<file path="src/rtl/sltab_pkg.sv">
// ----------------------------------------------------------------------------
// sltab_pkg
// Shared types and constants for the sorted list table: item structs,
// action and status codes, sequencer states and table sizes.
// ----------------------------------------------------------------------------
package sltab_pkg;

    localparam int DEPTH      = 16;
    localparam int VALUE_BITS = 31;
    localparam int IDX_BITS   = $clog2(DEPTH);
    localparam int CNT_BITS   = $clog2(DEPTH + 1);
    localparam int POS_BITS   = 5;

    typedef logic [VALUE_BITS-1:0] t_value;
    typedef logic [IDX_BITS-1:0]   t_idx;
    typedef logic [CNT_BITS-1:0]   t_cnt;
    typedef logic [POS_BITS-1:0]   t_pos;

    typedef enum logic [1:0] {
        ACT_INSERT = 2'd0,
        ACT_DELETE = 2'd1,
        ACT_DUMP   = 2'd2,
        ACT_NONE   = 2'd3
    } t_action;

    typedef enum logic [2:0] {
        STS_INSERTED  = 3'd0,
        STS_DELETED   = 3'd1,
        STS_NOT_FOUND = 3'd2,
        STS_FULL      = 3'd3,
        STS_LISTED    = 3'd4,
        STS_EMPTY     = 3'd5
    } t_status;

    typedef enum logic [2:0] {
        S_IDLE,
        S_INS_SCAN,
        S_INS_PUT,
        S_DEL_SCAN,
        S_DEL_SHIFT,
        S_DUMP
    } t_state;

    typedef struct packed {
        t_action action;
        t_value  value;
    } t_in_item;

    typedef struct packed {
        t_status status;
        t_value  entry_value;
        t_pos    position;
        t_pos    entry_count;
        logic    last;
    } t_out_item;

endpackage

</file>
<file path="src/rtl/sorted_list_table_core.sv">
// ----------------------------------------------------------------------------
// sorted_list_table_core
// Ascending sorted table held in a single-port-read synchronous memory.
//
//   channel  | handshake                 | payload
//   ---------+---------------------------+-----------
//   command  | start && !busy            | i_item
//   result   | o_strobe, one cycle each  | o_result
//
// One entry is walked per cycle on the memory read port: an insert walks the
// entries it shifts, a delete scans to a match and shifts the rest down, a
// dump lists every entry; an item that needs no walk is answered from idle.
// Each result shows in the cycle after its decision, from an output register.
// Reset is synchronous, active low, and empties the table; entries need no
// clearing since only entries below the count are used.
// The receiver cannot stall: dump results come on consecutive cycles.
// ----------------------------------------------------------------------------
module sorted_list_table_core (
    input  logic                  i_clk,
    input  logic                  i_rst_n,
    input  logic                  start,
    input  sltab_pkg::t_in_item   i_item,
    output logic                  busy,
    output logic                  o_strobe,
    output sltab_pkg::t_out_item  o_result
);
    import sltab_pkg::*;

    t_value    r_mem [DEPTH];
    t_value    r_mem_q;

    t_state    r_state, n_state;
    t_cnt      r_count, n_count;
    t_cnt      r_idx, n_idx;
    t_cnt      r_pos, n_pos;
    t_value    r_val, n_val;
    logic      r_strobe, n_strobe;
    t_out_item r_result, n_result;

    t_idx      rd_addr;
    logic      wr_en;
    t_idx      wr_addr;
    t_value    wr_data;

    // table memory
    always_ff @(posedge i_clk) begin
        if (wr_en) begin
            r_mem[wr_addr] <= wr_data;
        end
        r_mem_q <= r_mem[rd_addr];
    end

    always_ff @(posedge i_clk) begin
        if (!i_rst_n) begin
            r_state  <= S_IDLE;
            r_count  <= '0;
            r_strobe <= 1'b0;
        end else begin
            r_state  <= n_state;
            r_count  <= n_count;
            r_strobe <= n_strobe;
        end
    end

    always_ff @(posedge i_clk) begin
        r_idx    <= n_idx;
        r_pos    <= n_pos;
        r_val    <= n_val;
        r_result <= n_result;
    end

    always_comb begin
        n_state  = r_state;
        n_count  = r_count;
        n_idx    = r_idx;
        n_pos    = r_pos;
        n_val    = r_val;
        n_strobe = 1'b0;
        n_result = r_result;
        rd_addr  = '0;
        wr_en    = 1'b0;
        wr_addr  = '0;
        wr_data  = '0;

        case (r_state)
            S_IDLE: begin
                if (start) begin
                    n_val = i_item.value;
                    case (i_item.action)
                        ACT_INSERT: begin
                            if (r_count == t_cnt'(DEPTH)) begin
                                n_strobe = 1'b1;
                                n_result = '{STS_FULL, '0, '0, t_pos'(r_count), 1'b1};
                            end else if (r_count == '0) begin
                                n_idx   = '0;
                                n_state = S_INS_PUT;
                            end else begin
                                rd_addr = t_idx'(r_count - 1'b1);
                                n_idx   = r_count;
                                n_state = S_INS_SCAN;
                            end
                        end
                        ACT_DELETE: begin
                            if (r_count == '0) begin
                                n_strobe = 1'b1;
                                n_result = '{STS_NOT_FOUND, '0, '0, '0, 1'b1};
                            end else begin
                                n_idx   = '0;
                                n_state = S_DEL_SCAN;
                            end
                        end
                        ACT_DUMP: begin
                            if (r_count == '0) begin
                                n_strobe = 1'b1;
                                n_result = '{STS_EMPTY, '0, '0, '0, 1'b1};
                            end else begin
                                n_idx   = '0;
                                n_state = S_DUMP;
                            end
                        end
                        default: begin
                        end
                    endcase
                end
            end

            // walk down from the top, shifting entries not below the value
            S_INS_SCAN: begin
                if (r_mem_q >= r_val) begin
                    wr_en   = 1'b1;
                    wr_addr = t_idx'(r_idx);
                    wr_data = r_mem_q;
                    rd_addr = t_idx'(r_idx - t_cnt'(2));
                    n_idx   = r_idx - 1'b1;
                    if (r_idx == t_cnt'(1)) begin
                        n_state = S_INS_PUT;
                    end
                end else begin
                    wr_en    = 1'b1;
                    wr_addr  = t_idx'(r_idx);
                    wr_data  = r_val;
                    n_count  = r_count + 1'b1;
                    n_strobe = 1'b1;
                    n_result = '{STS_INSERTED, r_val, t_pos'(r_idx + 1'b1),
                                 t_pos'(n_count), 1'b1};
                    n_state  = S_IDLE;
                end
            end

            S_INS_PUT: begin
                wr_en    = 1'b1;
                wr_addr  = t_idx'(r_idx);
                wr_data  = r_val;
                n_count  = r_count + 1'b1;
                n_strobe = 1'b1;
                n_result = '{STS_INSERTED, r_val, t_pos'(r_idx + 1'b1),
                             t_pos'(n_count), 1'b1};
                n_state  = S_IDLE;
            end

            S_DEL_SCAN: begin
                rd_addr = t_idx'(r_idx + 1'b1);
                if (r_mem_q == r_val) begin
                    n_pos   = r_idx;
                    n_state = S_DEL_SHIFT;
                end else if ((r_idx + 1'b1) == r_count) begin
                    n_strobe = 1'b1;
                    n_result = '{STS_NOT_FOUND, '0, '0, t_pos'(r_count), 1'b1};
                    n_state  = S_IDLE;
                end else begin
                    n_idx = r_idx + 1'b1;
                end
            end

            // close the gap, one entry a cycle
            S_DEL_SHIFT: begin
                if ((r_idx + 1'b1) == r_count) begin
                    n_count  = r_count - 1'b1;
                    n_strobe = 1'b1;
                    n_result = '{STS_DELETED, r_val, t_pos'(r_pos + 1'b1),
                                 t_pos'(n_count), 1'b1};
                    n_state  = S_IDLE;
                end else begin
                    wr_en   = 1'b1;
                    wr_addr = t_idx'(r_idx);
                    wr_data = r_mem_q;
                    rd_addr = t_idx'(r_idx + t_cnt'(2));
                    n_idx   = r_idx + 1'b1;
                end
            end

            S_DUMP: begin
                rd_addr  = t_idx'(r_idx + 1'b1);
                n_strobe = 1'b1;
                n_result = '{STS_LISTED, r_mem_q, t_pos'(r_idx + 1'b1),
                             t_pos'(r_count), ((r_idx + 1'b1) == r_count)};
                if ((r_idx + 1'b1) == r_count) begin
                    n_state = S_IDLE;
                end else begin
                    n_idx = r_idx + 1'b1;
                end
            end

            default: begin
                n_state = S_IDLE;
            end
        endcase
    end

    assign busy     = (r_state != S_IDLE);
    assign o_strobe = r_strobe;
    assign o_result = r_result;

endmodule

</file>
<file path="config.mk">
export PLATFORM = sky130hd
export DESIGN_NAME = sorted_list_table_core
export DESIGN_NICKNAME = d
export VERILOG_FILES = /design/src/rtl/sltab_pkg.sv /design/src/rtl/sorted_list_table_core.sv
export SDC_FILE = /design/constraint.sdc
export NUM_CORES = 1
export LEC_CHECK = 0
export ABC_AREA = 1
export BUFFER_PORTS_ARGS = -buffer_cell sky130_fd_sc_hd__buf_2
export CORE_MARGIN = 2
export CORE_UTILIZATION = 57
export CTS_CLUSTER_SIZE = 14
export DETAILED_ROUTE_END_ITERATION = 10
export PLACE_DENSITY = 0.77
export SETUP_SLACK_MARGIN = 0.1
export SKIP_LAST_GASP = 1
export SYNTH_ARGS = -nofsm -noshare
export SYNTH_HDL_FRONTEND = slang
export SYNTH_SLANG_ARGS = --single-unit
</file>
<file path="constraint.sdc">
create_clock -name i_clk -period 5.9 [get_ports i_clk]
set_input_delay 1.18 -clock i_clk [delete_from_list [all_inputs] [get_ports i_clk]]
set_output_delay 1.18 -clock i_clk [all_outputs]
set_load 0.02 [all_outputs]
</file>
After elaboration in Yosys (flattened, before gate mapping)
Memories as Yosys holds them, arrays and structs flattened. A register that Yosys moved wholly into a read port is not among the register bits.
Cells that the tools add are included.
{"block": "op_classes", "n_addsub": 7, "magnitude_cmp": 1, "eq_ne": 27, "n_mux": 57, "reduce_logical": 18}
{"operator": "45-bit 2-to-1 mux", "n": 8}
{"operator": "45-bit one-hot mux with 6 select lines", "n": 1}
{"operator": "45-bit one-hot mux with 3 select lines", "n": 1}
{"operator": "31-bit one-hot mux with 3 select lines", "n": 1}
{"operator": "31-bit 2-to-1 mux", "n": 2}
{"operator": "5-bit 2-to-1 mux", "n": 9}
{"operator": "31-bit == test", "n": 1}
{"operator": "31-bit >= comparator", "n": 1}
{"operator": "4-bit 2-to-1 mux", "n": 7}
{"operator": "3-bit 2-to-1 mux", "n": 8}
{"operator": "3-bit inequality test (second input constant)", "n": 8}
{"operator": "5-bit one-hot mux with 4 select lines", "n": 1}
{"operator": "4-bit one-hot mux with 4 select lines", "n": 1}
{"operator": "5-bit by 1-bit adder with 5-bit output (second input constant)", "n": 3}
{"operator": "5-bit one-hot mux with 3 select lines", "n": 1}
{"operator": "2-bit inequality test (second input constant)", "n": 6}
{"operator": "3-bit one-hot mux with 4 select lines", "n": 1}
{"operator": "5-bit one-hot mux with 2 select lines", "n": 1}
{"operator": "10-bit AND reduction", "n": 1}
{"operator": "2-bit OR reduction", "n": 5}
{"operator": "5-bit by 1-bit subtractor with 5-bit output (second input constant)", "n": 2}
{"operator": "1-bit 2-to-1 mux", "n": 9}
{"operator": "3-bit one-hot mux with 3 select lines", "n": 1}
{"operator": "4-bit one-hot mux with 2 select lines", "n": 1}
{"operator": "other kinds (25)", "n": 30}
{"block": "word_totals", "ff_bits": 95, "ramBits": 496, "in_bits": 36, "output_inout_bits": 47, "wordCells": 122, "memories": 1}
{"memory": "r_mem", "words": 16, "width": 31, "rd": 1, "rd_ports_with_merged_regs": 1, "wr": 1, "line_no": "sorted_list_table_core.sv:29", "source": "t_value r_mem [DEPTH];"}

Logic depth before layout (Yosys ltp)
Gate-level depths: netlist of the first run.
{"block": "logic_depth", "depth_word": 6, "ltp_mapped": 21, "depth_no_buf": 18}

Least setup slack after synthesis of the first run
OpenSTA, ideal clock, no wires.
{"block": "synth_path", "path_type": "input port to flip-flop", "start": "input port i_item[31] (netlist bit)", "end": "register r_result, in the netlist o_result[0], enable pin", "setup_time_ps": 503, "arrival_ps": 5242, "required_time_ps": 5397, "path_slack_ps": 155, "path_stages": 6, "path_buffers": 0, "cell_sequence": "inv_1 > ha_1 > inv_1 > nor3_1 > or4_1 > nor3_1"}
{"block": "synth_via", "elab_chain_len": 3, "elab_cells_between_ends": 8, "classes_between": "6 x eq/ne; 2 x reduce/logical"}
{"item": "start, declared", "line_no": "sorted_list_table_core.sv:22", "source": "input sltab_pkg::t_in_item i_item,"}
{"item": "2-bit == test, or another cell as far along", "line_no": "sorted_list_table_core.sv:89", "source": "case (i_item.action)"}
{"item": "4-bit by 1-bit inequality test with 1-bit output (no source line) or 3-bit inequality test (tied branches)"}
{"item": "10-bit AND reduction (no source line) *"}
{"item": "end signal, assigned", "line_no": "sorted_list_table_core.sv:69", "source": "r_result <= n_result;"}
{"item": "end, declared", "line_no": "sorted_list_table_core.sv:38", "source": "t_out_item r_result, n_result;"}
Every way passes the cells marked *; elsewhere a longest branch is shown, timed or not.
A chain may end at the register's enable or synchronous reset.

Final worst setup path of the first run
{"block": "layout_path", "start": "register r_idx[0]", "end": "register r_mem_q[4], read port of r_mem"}
{"block": "layout_via", "elab_chain_len": 4, "elab_cells_between_ends": 7, "classes_between": "3 x add/sub; 1 x eq/ne; 3 x mux"}
{"item": "start, declared", "line_no": "sorted_list_table_core.sv:34", "source": "t_cnt r_idx, n_idx;"}
{"item": "start signal, assigned", "line_no": "sorted_list_table_core.sv:66", "source": "r_idx <= n_idx;"}
{"item": "5-bit by 1-bit adder with 5-bit output", "line_no": "sorted_list_table_core.sv:177", "source": "if ((r_idx + 1'b1) == r_count) begin"}
{"item": "5-bit == test", "line_no": "sorted_list_table_core.sv:177"}
{"item": "4-bit 2-to-1 mux", "line_no": "sorted_list_table_core.sv:177"}
{"item": "4-bit one-hot mux with 4 select lines *", "line_no": "sorted_list_table_core.sv:85", "source": "case (r_state)"}
{"item": "end, declared", "line_no": "sorted_list_table_core.sv:30", "source": "t_value r_mem_q;"}
Marked as above.

==> results of run 1 <==
-- report_power, final --
group	leakage, nW	internal (mW)	switching (mW)	total, mW
Sequential	5.75	5.97	0.296	6.26
Clock	1.02	2.39	1.65	4.04
Combinational	6.92	1.53	3.99	5.51
Total	13.7	9.88	5.93	15.8
-- metal layers --
metal / part of all wire / GRT usage / up-vias
met4: 0.058 / 0.1710 / 0
met2: 0.47 / 0.4596 / 1391
met1: 0.37 / 0.3738 / 10108
li1: - / - / 9653
met3: 0.11 / 0.04666 / 274
met5: 0 / 0 / -
-- worst reg2reg max path: cells and delay by family (launching register included) --
kind / cells / cell delay [ps]
adder cells (fa/ha/maj): 1 / 350
flip-flops: 1 / 740
buffers and inverters: 4 / 1290
AND/OR/NAND/NOR: 14 / 2090
-- stage by stage --
stage	util	power (mW)	setup WS [ps]
global placement	0.5976	11.53	1523
global route	0.6399	16.56	997.2
floorplan	-	9.903	154.8
finish	0.6399	15.81	1398
CTS	0.6397	15.73	1455
detailed placement	0.5976	11.70	1492
-- placed cells by master, fill, tap and decap left out, types with 13 or more instances in the layout --
| cell | Yosys | final |
|---|---|---|
| o21ai_0 | 44 | 44 |
| buf_4 | 5 | 42 |
| a21oi_1 | 24 | 24 |
| nor2_4 | 2 | 17 |
| clkinv_1 | 3 | 13 |
| nand3_1 | 457 | 457 |
| ha_1 | 46 | 46 |
| buf_2 | 83 | 82 |
| dfxtp_1 | 40 | 40 |
| clkbuf_1 | 60 | 14 |
| edfxtp_1 | 582 | 582 |
| nand4_1 | 253 | 253 |
| inv_1 | 621 | 619 |
| clkbuf_16 | 0 | 62 |
| o22ai_1 | 36 | 36 |
| nor2_1 | 57 | 42 |
| nand2_1 | 430 | 430 |
-- how the worst max path moves through the flow --
| stage | startpoint | to | slack, ps | depth (start not counted) |
|---|---|---|---|---|
| 2_1_floorplan | i_item[31] | o_result[0]$_DFFE_PP_ | 150 | 6 |
| 3_3_place_gp | r_idx[0]$_DFFE_PP_ | r_mem_q[13]$_DFF_P_ | 1520 | 19 |
| 3_5_place_dp | i_item[31] | r_mem_q[4]$_DFF_P_ | 1490 | 15 |
| 4_1_cts | r_idx[0]$_DFFE_PP_ | r_mem_q[7]$_DFF_P_ | 1450 | 19 |
| 5_1_grt | r_idx[0]$_DFFE_PP_ | r_mem_q[2]$_DFF_P_ | 1000 | 19 |
| 6_report | r_idx[0]$_DFFE_PP_ | r_mem_q[4]$_DFF_P_ | 1400 | 19 |
-- state kept, by name, summed over array words and instances, names as in the netlist --
signal    cells
r_mem_q      31
o_result     45
r_count       5
o_strobe      1
r_pos         5
r_idx         5
r_state       3
r_val        31
r_mem       496
-- cell type report --
cell class                      count  area share
Antenna cell                        1  0.00007826
Timing Repair Buffer              132     0.02770
Multi-Input combinational cell   1409      0.2339
Inverter                          634     0.07458
Tap cell                          672     0.02630
Sequential cell                   622      0.5716
Clock inverter                     30     0.01178
Clock buffer                       85     0.05404
-- cells by family after synthesis --
logic type      count (synthesis)  synth area share
simple gates                 1228            0.2063
buf+inv                       805            0.1096
flops                         622            0.6353
compound gates                127           0.02636
fa+ha+maj                      46           0.02001
xor+xnor                        8          0.002436
==> results.cfg, run 1 <==
[outcome]
status = complete, no violations

[synth]
synth.avg_cell_area_um2 = 10.14
synth_cell_types = 44
ys.flop_type = edfxtp_1
synth_top_area_frac = 0.6075
syn_nets = 2918
ys_async_sr_fraction = 0
synth_edf_count = 582
ys_ff_latch = 622
ys_seq_area_frac = 0.6353
syn-cell-area_um2 = 28770
synth_top_area_cell = edfxtp_1
synthCells = 2836
synth_most_common_cell = inv_1
yosysWarnings = 0
synth_area_leaders = edfxtp_1 (61%), inv_1 (8.1%), nand3_1 (8.0%), nand2_1 (5.6%), nand4_1 (5.5%)
synth_commonest_cells = inv_1 (621), edfxtp_1 (582), nand3_1 (457)

[cts]
post_cts_buffers = 0
insertion_delay_ps = 650
numCtsBuffers = 61
clkTransAtPathRegs_ps = 60
cts_sinks = 622
cts_tree = yes
cts_buffer_depth = 3
htree_levels = 2
cts_root_buffer = clkbuf_16
cts_resized = 0
cts_hold_buf = 0

[finish]
nets = 2942
syn_to_final_growth_pct = 11.14
multi_input_area_um2 = 7478
fillers = 3686
drive_gt1_frac = 0.09272
regArea_um2 = 18280
fin_area_um2 = 31970
final_cells = 3585

[floorplanning]
fp.dieH_um = 228.7
rows = 82
die_w_um = 228.7
initial_core_util = 0.5758
dieArea_um2 = 52290
io_pins = 83
core_area_um2 = 49970

[sta]
tightest_slew_ps = 1336
post-route-period-util = 0.7631
finalSetupViolCount = 0
post-route-min-period_ps = 4502
fin_skew_ps = 18.95
hold_viol = 0
maxSlewViolCount = 0
relSlewSlack = 0.1096
tns_ps = 0
hold_ws_ps = 527.8
fmax_ghz = 0.2221
rsz0062_at_grt = no

[critical_path]
max_stage_delay_ps = 830
cpMostUsedCell = nand2_1
cp.arrival_ps = 5080
r2r_start = r_idx[0]$_DFFE_PP_
crit_fanout = 74
cpMaxStageDelayCell = nand3_4
worst-path-buf-inv = 4
cp-end-kind = register
path_cells = inv_2 -> ha_1 -> inv_1 -> nand2_1 -> nand2_1 -> nor2_1 -> nand2_1 -> nor2_2 -> nand2_2 -> nand3_1 -> nand2_1 -> inv_6 -> nand3_4 -> buf_12 -> nand2_1 -> nand3_1 -> nand3_1 -> nand3_1 -> nand2_1
cp_data_required_time_ps = 6480
r2r_cells = 19
r2r_setup_slack_ps = 1400
startpoint_type = register
path_class = register to register
r2r_end = r_mem_q[4]$_DFF_P_
crit_family = simple AND/OR/NAND/NOR gates

[detailed_routing]
via_per_inst = 5.977
drt_iter0_markers = 3152
wl_per_cell_um = 21.24
routed_wl_um = 76150
drt_first_pass_iters = 6
ant_nets = 0
via_count = 21426
route.detailed.drc = 0

[hold_path]
hold_path.class = register to register
whs_path_depth = 0
min_to = r_pos[4]$_DFFE_PP_
min_from = r_idx[4]$_DFFE_PP_

[power_and_ir_drop]
vdd_ir_drop_max_uv = 269.3
leakagePower_nw = 13.69
p_per_area_nw_per_um2 = 494.5

[place]
place_area_um2 = 29860
io_buffers = 82
dp_hpwl_um = 41690
dp.cells = 3468
gp_congestion = 0.9097

[flow_run]
maxCapViolations = 0

[global_routing]
track_usage = 0.2878
grt_overflow = 0
grt_pass1_vias = 20843
grt_max_degree = 207
grt_pass1_wl_um = 116100
antenna_found_initial = 1
Note: power is estimated with default switching activity, not from simulation.
==> inputs of run 2 (changes only) <==
Settings changed: CORE_UTILIZATION 57 to 60.
Clock period 5.9 ns to 4.35 ns, I/O delays scaled along.
==> results.cfg, run 2 (synthesis gave the netlist of run 1 again) <==
[finish]
final_cells = 3557
top_register = r_mem
fillers = 3264
nets = 2977
syn_to_final_growth_pct = 11.96
n_antenna_cell = 0
layout_common_cells = inv_1 (619), edfxtp_1 (582), nand3_1 (457)
regArea_um2 = 18280
fin_area_um2 = 32210
multi_input_area_um2 = 7485
largest_reg_flops = 496
drive_gt1_frac = 0.1023
final_common_cell = inv_1

[place]
dp.cells = 3449
place_ws_ps = 643.9
dp_hpwl_um = 41680
gp_congestion = 0.9346
io_buffers = 82
place_area_um2 = 30240

[floorplanning]
core_area_um2 = 47550
fp.dieH_um = 223.0
io_pins = 83
initial_core_util = 0.6051
dieArea_um2 = 49720
die_w_um = 223.0
rows = 80

[power_and_ir_drop]
p_per_area_nw_per_um2 = 666.4
combPwrFrac = 0.358
vdd_ir_drop_max_uv = 400.7
pwr-share-clk = 0.246
power.switching_mw = 8.087
p_seq_frac = 0.396
leakagePower_nw = 13.89
switching_share = 0.3768
cell_internal_pwr_mw = 13.38

[outcome]
status = complete, no violations

[flow_run]
maxCapViolations = 0

[critical_path]
max_stage_delay_ps = 780
cpMostUsedCell = nand2_1
crit_family = simple AND/OR/NAND/NOR gates
worst-path-buf-inv = 3
path_class = register to register
startpoint_type = register
cp_data_required_time_ps = 4860
crit_fanout = 62
path_cells = inv_1 -> ha_1 -> nand2_1 -> nor2_1 -> nand2_1 -> nor2_1 -> nand2_1 -> nand2_1 -> nor2_1 -> nand2_1 -> inv_1 -> nor2_2 -> nand2_1 -> nand3_2 -> buf_4 -> nand3_1 -> nand3_1 -> nand2_1
cp.arrival_ps = 4410
cp-end-kind = register
cpMaxStageDelayCell = buf_4

[cts]
insertion_delay_ps = 640
cts_tree = yes
post_cts_buffers = 0
numCtsBuffers = 59
cts_resized = 0
cts_buffer_depth = 3
clkTransAtPathRegs_ps = 60
cts_root_buffer = clkbuf_16
htree_levels = 2
cts_hold_buf = 0
cts_sinks = 622

[sta]
hold_viol = 0
finalWorstSetupSlack_ps = 459.5
fmax_ghz = 0.2570
post-route-period-util = 0.8944
maxSlewViolCount = 0
finalSetupViolCount = 0
rsz0062_at_grt = no
fin_skew_ps = 22.07
relSlewSlack = 0.07856
post-route-min-period_ps = 3891
tightest_slew_ps = 1374
tns_ps = 0

[detailed_routing]
ant_nets = 0
drt_first_pass_iters = 7
via_per_inst = 6.091
drt_iter0_markers = 3036
route.detailed.drc = 0
routed_wl_um = 77840
wl_per_cell_um = 21.88
via_count = 21665

[global_routing]
grt_pass1_vias = 20934
grt_overflow = 0
track_usage = 0.3132
grt_max_degree = 213
antenna_found_initial = 0
grt_pass1_wl_um = 118500

[hold_path]
hold_path.class = input pin to register
==> run 2: changes by cell type in the layout (fill, tap and decap cells not counted), sizes merged <==
cell	before	now
inv	630	631
clkbuf	85	78
clkinv	23	25
clkinvlp	3	0
diode	1	0
buf	132	169
==> run 2: layout make-up <==
type	instances	area share
Sequential cell	622	0.5675
Clock inverter	30	0.01115
Tap cell	615	0.02389
Inverter	634	0.07404
Multi-Input combinational cell	1409	0.2324
Clock buffer	78	0.04992
Timing Repair Buffer	169	0.04118
==> run 2: worst paths after layout <==
kind	slack, ps	from	cells past startpoint	end
min reg2reg	550	r_idx[4]$_DFFE_PP_	0	r_pos[4]$_DFFE_PP_
min	410	i_item[12]	1	r_val[12]$_DFFE_PP_
max	460	r_val[13]$_DFFE_PP_	18	r_mem_q[4]$_DFF_P_
max reg2reg	460	r_val[13]$_DFFE_PP_	18	r_mem_q[4]$_DFF_P_
==> run 2: routing by layer <==
metal | share of wire | vias up | wire, µm | track usage
li1 | - | 9727 | - | -
met1 | 0.37 | 10204 | 28610 | 0.4093
met2 | 0.47 | 1439 | 36680 | 0.5079
met3 | 0.11 | 295 | 8654 | 0.05624
met4 | 0.050 | 0 | 3891 | 0.1580
met5 | 0 | - | 0 | 0
==> run 2: stage by stage <==
stage,util,power (mW),hold WS [ps]
final,0.6774,21.46,407.3
after global placement,0.6361,15.85,498.0
after global routing,0.6774,22.41,387.4
after CTS,0.6774,21.34,383.2
after detailed placement,0.6361,16.05,517.5
after floorplan,-,13.42,427.7
==> run 2: worst reg2reg max path: cells and delay by family, from the launching register on <==
kind | cells | cell delay, ps
fa+ha+maj | 1 | 300
buf+inv | 3 | 920
simple gates | 14 | 2180
flops | 1 | 350
==> run 2: power groups by stage <==
stage	Sequential, mW	Combinational, mW	Clock [mW]
final	8.50	7.68	5.29
after CTS	8.48	7.55	5.32
after global routing	8.56	8.33	5.52
after detailed placement	8.60	7.45	0
after floorplan	8.74	4.68	0
after global placement	8.58	7.27	0
